`config.mk`:
```
export PLATFORM = sky130hd
export DESIGN_NAME = rsq_ram
export DESIGN_NICKNAME = d
export VERILOG_FILES = /design/src/rtl/reliable_send_retransmit_queue_defines.svh /design/src/rtl/rsq_ram.sv
export SDC_FILE = /design/constraint.sdc
export NUM_CORES = 1
export LEC_CHECK = 0
export BUFFER_PORTS_ARGS = -buffer_cell sky130_fd_sc_hd__clkbuf_2
export CORE_MARGIN = 3
export CORE_UTILIZATION = 35
export DETAILED_ROUTE_END_ITERATION = 16
export HOLD_SLACK_MARGIN = 0.1
export PLACE_DENSITY_LB_ADDON = 0.25
export SLEW_MARGIN = 20
export SYNTH_ARGS = -nofsm -noshare
export SYNTH_HDL_FRONTEND = slang
export SYNTH_SLANG_ARGS = --single-unit
```
`constraint.sdc`:
```
create_clock -name clk_i -period 2.2 [get_ports clk_i]
set_clock_uncertainty 0.15 [all_clocks]
set_input_delay 0.33 -clock clk_i [delete_from_list [all_inputs] [get_ports clk_i]]
set_output_delay 0.33 -clock clk_i [all_outputs]
set_load 0.005 [all_outputs]
```
`src/rtl/reliable_send_retransmit_queue_defines.svh`:
```
// assertion macros used by the rtl
`ifndef RELIABLE_SEND_RETRANSMIT_QUEUE_DEFINES_SVH
`define RELIABLE_SEND_RETRANSMIT_QUEUE_DEFINES_SVH

// same-cycle implication
`define RSQ_ASSERT_NOW(label, clk, rst_n, ante, cons) \
  label: assert property (@(posedge clk) disable iff (!rst_n) (ante) |-> (cons)) \
    else $error("rsq assertion failed");

// next-cycle implication
`define RSQ_ASSERT_NEXT(label, clk, rst_n, ante, cons) \
  label: assert property (@(posedge clk) disable iff (!rst_n) (ante) |=> (cons)) \
    else $error("rsq assertion failed");

`endif

```
`src/rtl/rsq_ram.sv`:
```
module rsq_ram #(
  parameter int unsigned DW = 8,
  parameter int unsigned AW = 4
) (
  input  logic          clk_i,
  input  logic          we_i,
  input  logic [AW-1:0] waddr_i,
  input  logic [DW-1:0] wdata_i,
  input  logic          re_i,
  input  logic [AW-1:0] raddr_i,
  output logic [DW-1:0] rdata_o
);

  logic [DW-1:0] mem_q [2**AW];

  always_ff @(posedge clk_i) begin
    if (we_i) begin
      mem_q[waddr_i] <= wdata_i;
    end
  end

  always_ff @(posedge clk_i) begin
    if (re_i) begin
      rdata_o <= mem_q[raddr_i];
    end
  end

endmodule

```
# Word-level counts from Yosys, hierarchy flattened
# Memories as Yosys holds them, arrays and structs flattened. A register that Yosys moved wholly into a read port is not among the register bits.
# Index checks and enable logic that the tools add are counted.
[classes]
shift = 0
muxes = 2
magnitude_cmp = 0
n_bitwise = 0
div_mod_pow = 0
reduce_logical = 0
mul = 0
n_addsub = 0
eq_ne = 0
[ops]
columns = ["operator", "count"]
rows = [
  ["2-to-1 mux 1 bit", 2],
]
[totals]
mem_bits_ro = 0
register_bits = 0
wordCells = 3
output_inout_bits = 8
ram_bits = 128
latch_bits = 0
n_memories = 1
in_bits = 19
[memory_table]
columns = ["memory", "words", "word_bits", "rd", "rd_clocked_by_memory_dff", "wr", "line_no", "rtl"]
rows = [
  ["mem_q", 16, 8, 1, 1, 1, "rsq_ram.sv:14", "logic [DW-1:0] mem_q [2**AW];"],
]

# Logic depth before layout (Yosys ltp)
# Gate-level depths: netlist of the first run.
[depth]
word_depth = 2
mapped_depth = 5
ltp_nobuf = 3

# Least setup slack after synthesis of the first run
# No wires, ideal clock.
[synth_path]
path_kind = "input port to flip-flop"
startpoint = "in waddr_i[2]"
endpoint = "mem mem_q[0][0], enable pin"
path_stages = 2
t_arrival_ns = 1.440
setup_slack_ns = 0.227
path_buffers = 0
setup_ns = 0.383
required_time_ns = 1.667
cell_sequence = "or3b_2 -> nor3_1"
[synth_rtl]
columns = ["item", "line_no", "rtl"]
rows = [
  ["start: declaration", "rsq_ram.sv:7", "input logic [AW-1:0] waddr_i,"],
  ["end: declaration", "rsq_ram.sv:14", ""],
]
# Straight into the memory's write port.

==> results of run 1 <==
## layer usage
layer	GRT usage	up-vias	wire length, um
li1	-	1103	-
met1	0.205	1317	5060
met2	0.204	62	4710
met3	0.0463	17	593
met4	0.0449	2	175
met5	0	-	17
## sequential cells by signal, summed over array words and instances (netlist names)
| register | count |
|---|---|
| mem_q | 128 |
| rdata_o | 8 |
## path summary, 6_finish.rpt
| kind | end | cells after the start |
|---|---|---|
| worst max-delay path | rdata_o[0] | 3 |
| worst min-delay path | rdata_o[3] | 1 |
| worst max register to register | rdata_o[0] | 3 |
| worst min register to register | rdata_o[7] | 3 |
## critical path, cell delays in order, from the launching register on
cell	delay [ns]
edfxtp_1	0.36
mux4_1	0.50
a22oi_1	0.26
nand2_1	0.12
## layout make-up
class	instances	area, um2	area share
Timing Repair Buffer	52	363	0.0578
Clock buffer	19	433	0.0690
Tap cell	184	230	0.0367
Sequential cell	136	4080	0.650
Clock inverter	13	111	0.0177
Multi-Input combinational cell	83	1060	0.168
## per-stage QoR
stage	worst slack [ns]	area [um2]	total power, mW	utilization	cells
global placement	0.116	5730	3.27	0.393	455
CTS	0.506	6280	5.87	0.430	487
global route	0.460	6280	6.02	0.430	487
detailed placement	0.113	5730	3.28	0.393	455
floorplan	0.227	5230	3.13	-	229
finish	0.553	6280	5.80	0.430	487
## layout by cell type (no fill, tap or decap)
cell type and count:
bufinv_16 2, clkinv_2 5, buf_12 3, nand2_1 9
nor2b_1 1, nand3b_1 2, edfxtp_1 136, nor2_1 13
a22oi_1 16, or3b_2 1, clkbuf_2 26, mux4_1 14
clkbuf_1 2, nor3_1 4, nand2b_1 2, clkinv_1 5
nand3_1 1, clkinvlp_4 1, clkbuf_16 17, and2b_1 1
buf_4 23, mux4_2 18, and2_1 1
## logic make-up after synthesis
logic type      Yosys count
compound gates           16
buf+inv                  10
flops                   136
mux                      32
simple gates             35
## power by group
group	internal [mW]	switching, mW	total, mW
clock	1.63	0.953	2.59
combinational	0.124	0.158	0.282
sequential	2.92	0.0155	2.94
==> impl_metrics.csv, run 1 <==
group,metric,value,unit
routing,drc,0,
synth,synth-simple-area-share,0.0314,
worst_setup_path,crit_path_end_kind,"flop",
clock_tree,clk_latency,0.41,ns
synth,synth_commonest_cells,"136 x edfxtp_1, 18 x mux4_2, 16 x a22oi_1",
floorplanning,die_area,16400,um2
worst_setup_path,cp.required,2.20,ns
sta,fmax,607,MHz
pwr,peakVddDrop,0.629,mV
sta,relSlewSlack,0.717,
sta,finalCritPeriodShare,0.748,
synth,synth-xor-area-share,0,
synth,syn_inst,229,
sta,rsz0062_at_grt,"false",
worst_setup_path,path_max_fanout,1,
floorplanning,fp-row-count,44,
outcome,run_status,"finished, final reports clean",
routing,drtPass1Iterations,4,
floorplanning,core_area,14600,um2
synth,synth_fp_nets,248,
routing,final_antenna_net_count,0,
finish,layout-drive-gt1-share,0.317,
worst_setup_path,r2r-start,"mem_q[1][0]",
clock_tree,cts_inserted_buffers,17,
synth,synthMuxAreaShare,0.148,
clock_tree,ctsResizeCount,0,
sta,slew_viol_final,0,
synth,syn_avg_cell_area,22.8,um2
floorplanning,start_util,0.358,
worst_setup_path,critPathKind,"reg -> reg",
sta,hold_viol,0,
synth,yosysMostFrequentCell,"edfxtp_1",
grt,grt_usage,0.142,
placed_design,io_buffer_count,26,
sta,tns,0,ns
grt,first_global_vias,2640,
sta,setup_violations,0,
min_path,hold_start,"re_i",
synth,ys_ff_latch,136,
min_path,hold_class,"in -> reg",
clock_tree,cts_buffer_depth,2,
synth,synth_area,5230,um2
sta,hold_slack,0.167,ns
synth,synth_fa_ha_area_frac,0,
clock_tree,cts_setup_buffers,0,
finish,fill_cells,1253,
finish,nets,309,
sta,worstMarginPinSlew,0.424,ns
worst_setup_path,crit_start,"mem_q[1][0]",
placed_design,gp_congestion,0.804,
synth,yosys-top-cells-area,"edfxtp_1 78%, mux4_2 7.8%, mux4_1 7.0%",
synth,synth-seq-area-share,0.781,
floorplanning,die_w,128,um
clock_tree,cts_root_buf,"clkbuf_16",
synth,synth_top_area_share,0.781,
synth,yosysUniqueCellTypes,18,
sta,min_period,1.65,ns
flow_run,max-cap-violations,0,
clock_tree,ctsHoldBuffers,0,
clock_tree,clk_pin_slew,0.05,ns
grt,antenna_found_initial,1,
clock_tree,h-tree-depth,4,
clock_tree,cts.sinks,136,
routing,wirelength,10600,um
synth,ys.flop_type,"edfxtp_1",
routing,wl_per_cell,21.7,um
synth,synth_edf_count,136,
floorplanning,die_h,128,um
pwr,power.density,925,nW/um2
grt,grt_max_degree,17,
finish,antennaDiodeCount,0,
worst_setup_path,critPathArrivalTime,1.64,ns
grt,grt_pass1_wl,16400,um
routing,viasPerCell,5.14,
routing,vias,2501,
pwr,total_leakage_power,2.13,nW
worst_setup_path,worstSetupStartpointType,"flop",
synth,async_reset_ff_frac,0,
grt,gr-total-overflow,0,
synth,ys_warn_count,0,
synth,synth_top_family_by_area,"multiplexers",
synth,synth-compound-area-share,0.0230,
synth,yosys.area.top_type,"edfxtp_1",
placed_design,hpwl,6840,um
routing,initialDrtViolationCount,200,
finish,syn2layout_area_growth,20.1,%
clock_tree,cts_tree,"done",
floorplanning,ios,27,
worst_setup_path,r2r_slack,0.55,ns
No activity file was read; power rests on OpenSTA's default activity.
==> run 2: changes to the inputs <==
clock period = 1.7 ns   (was 2.2 ns; I/O delays follow)
==> run 2 against run 1 <==
  * Register-to-register slack got worse by 0.55 ns
  * Setup slack lost 0.55 ns
  * Clock power up 24%
  * Via count is 1.0% lower
  * Worst hold slack got worse by 0.017 ns
  * Flip-flop and latch count unchanged
  * Cell count up 0.62%
  * Sequential share of layout area decreased by 0.63 points
  * Clock-buffer cell count increased by 5
  * Critical endpoint unchanged
  * Largest cell class unchanged
  * Highest routed layer is now met4
==> impl_metrics.csv, run 2 (synthesis results as in run 1) <==
group,metric,value,unit
pwr,total_leakage_power,2.15,nW
placed_design,place_ws,-0.354,ns
finish,regArea,4080,um2
pwr,switching_share,0.198,
clock_tree,clk_latency,0.41,ns
placed_design,place_area,5810,um2
sta,worstMarginPinSlew,0.817,ns
min_path,hold_class,"in -> reg",
clock_tree,cts_root_buf,"clkbuf_16",
worst_setup_path,critPathKind,"reg -> reg",
clock_tree,clk_pin_slew,0.05,ns
worst_setup_path,path_max_fanout,1,
sta,rsz0062_at_grt,"false",
floorplanning,die_h,128,um
pwr,clockPowerShare,0.433,
floorplanning,ios,27,
sta,hold_viol,0,
routing,initialDrtViolationCount,192,
finish,layout_commonest_cell,"edfxtp_1",
clock_tree,cts_setup_buffers,0,
routing,drtPass1Iterations,4,
floorplanning,start_util,0.358,
sta,fmax,590,MHz
routing,wirelength,10900,um
finish,fill_cells,1257,
worst_setup_path,cp.required,1.70,ns
worst_setup_path,critPathArrivalTime,1.69,ns
routing,drc,0,
sta,finalCritPeriodShare,0.997,
outcome,run_status,"finished, final reports clean",
finish,regMostFlops,"mem_q",
sta,min_period,1.70,ns
routing,vias,2475,
placed_design,hpwl,7080,um
floorplanning,die_area,16400,um2
clock_tree,cts.sinks,136,
worst_setup_path,worstReg2RegEnd,"rdata_o[0]",
flow_run,max-cap-violations,0,
finish,antennaDiodeCount,0,
pwr,peakVddDrop,0.610,mV
grt,first_global_vias,2659,
sta,slew_viol_final,0,
grt,grt_pass1_wl,16600,um
finish,reg_top3,"mem_q: 128 flops, rdata_o: 8 flops",
min_path,worstHoldEndpoint,"mem_q[12][1]",
finish,syn2layout_area_growth,21.3,%
pwr,combPwrFrac,0.054,
grt,gr-total-overflow,0,
routing,wl_per_cell,22.2,um
floorplanning,die_w,128,um
floorplanning,core_area,14600,um2
finish,layout-drive-gt1-share,0.317,
clock_tree,h-tree-depth,4,
sta,setup_violations,0,
sta,tns,0,ns
grt,antenna_found_initial,0,
floorplanning,fp-row-count,44,
routing,final_antenna_net_count,0,
sta,setup_ws,0.00452,ns
worst_setup_path,r2r_cells,3,
finish,design_area,6340,um2
clock_tree,cts_inserted_buffers,17,
worst_setup_path,crit_path_end_kind,"flop",
finish,multi_input_area,1070,um2
sta,relSlewSlack,0.454,
placed_design,gp_congestion,0.708,
grt,grt_max_degree,17,
worst_setup_path,r2r-start,"mem_q[11][0]",
placed_design,io_buffer_count,26,
pwr,p_int,5.93,mW
routing,viasPerCell,5.05,
min_path,hold-path-cell-count,1,
pwr,p_seq_frac,0.514,
pwr,p_sw,1.47,mW
pwr,power.density,1170,nW/um2
grt,grt_usage,0.144,
clock_tree,cts_buffer_depth,2,
worst_setup_path,r2r_slack,0.005,ns
worst_setup_path,worstSetupStartpointType,"flop",
worst_setup_path,crit_start,"mem_q[11][0]",
sta,hold_slack,0.150,ns
finish,final_cell_mix,"136 x edfxtp_1, 26 x clkbuf_2, 22 x buf_4",
finish,largest_register_ffs,128,
finish,nets,313,
clock_tree,cts_tree,"done",
min_path,hold_start,"wdata_i[1]",
==> run 2: layer usage <==
layer	routed length, um	vias to the layer above	global-route usage
met1	5180	1293	0.203
met4	110	0	0.0506
met5	0	-	0
met3	513	8	0.0488
li1	-	1111	-
met2	5060	63	0.209
==> run 2: critical path: stages, from the launching register on <==
cell and delay, ns:
edfxtp_1 0.35, mux4_2 0.53, a22oi_1 0.31, nand2_1 0.09
==> run 2: power groups by stage <==
stage                     Sequential [mW]  Combinational [mW]  Clock [mW]
final                                3.80               0.399        3.20
after global routing                 3.80               0.431        3.42
after CTS                            3.80               0.404        3.26
after detailed placement             3.87               0.400           0
after global placement               3.87               0.393           0
after floorplan                      3.86               0.191           0
==> run 2: through the flow <==
step,total power [mW],std cells,util
2_1_floorplan,4.05,229,-
3_3_place_gp,4.26,458,0.398
3_5_place_dp,4.27,458,0.398
4_1_cts,7.46,490,0.434
5_1_grt,7.66,490,0.435
6_report,7.40,490,0.435
==> run 2: what timing repair did <==
action,4_1_cts,5_1_grt
hold buffers,1,0
endpoints found under the hold margin,8,0
setup endpoints to repair,1,2
resized for setup,1,2
==> run 2: area by class of cell <==
cell class	count	area share
Clock buffer	24	0.0712
Clock inverter	7	0.00849
Multi-Input combinational cell	83	0.170
Sequential cell	136	0.644
Tap cell	184	0.0363
Timing Repair Buffer	56	0.0703
==> run 2: worst max path at each step <==
stage / slack, ns / cells after the start / to
detailed placement: -0.35 / 6 / rdata_o[2]
finish: 0.005 / 3 / rdata_o[0]
CTS: 0.003 / 3 / rdata_o[0]
global placement: -0.33 / 6 / rdata_o[2]
floorplan: 0.01 / 5 / rdata_o[1]
global route: 0.007 / 3 / rdata_o[7]
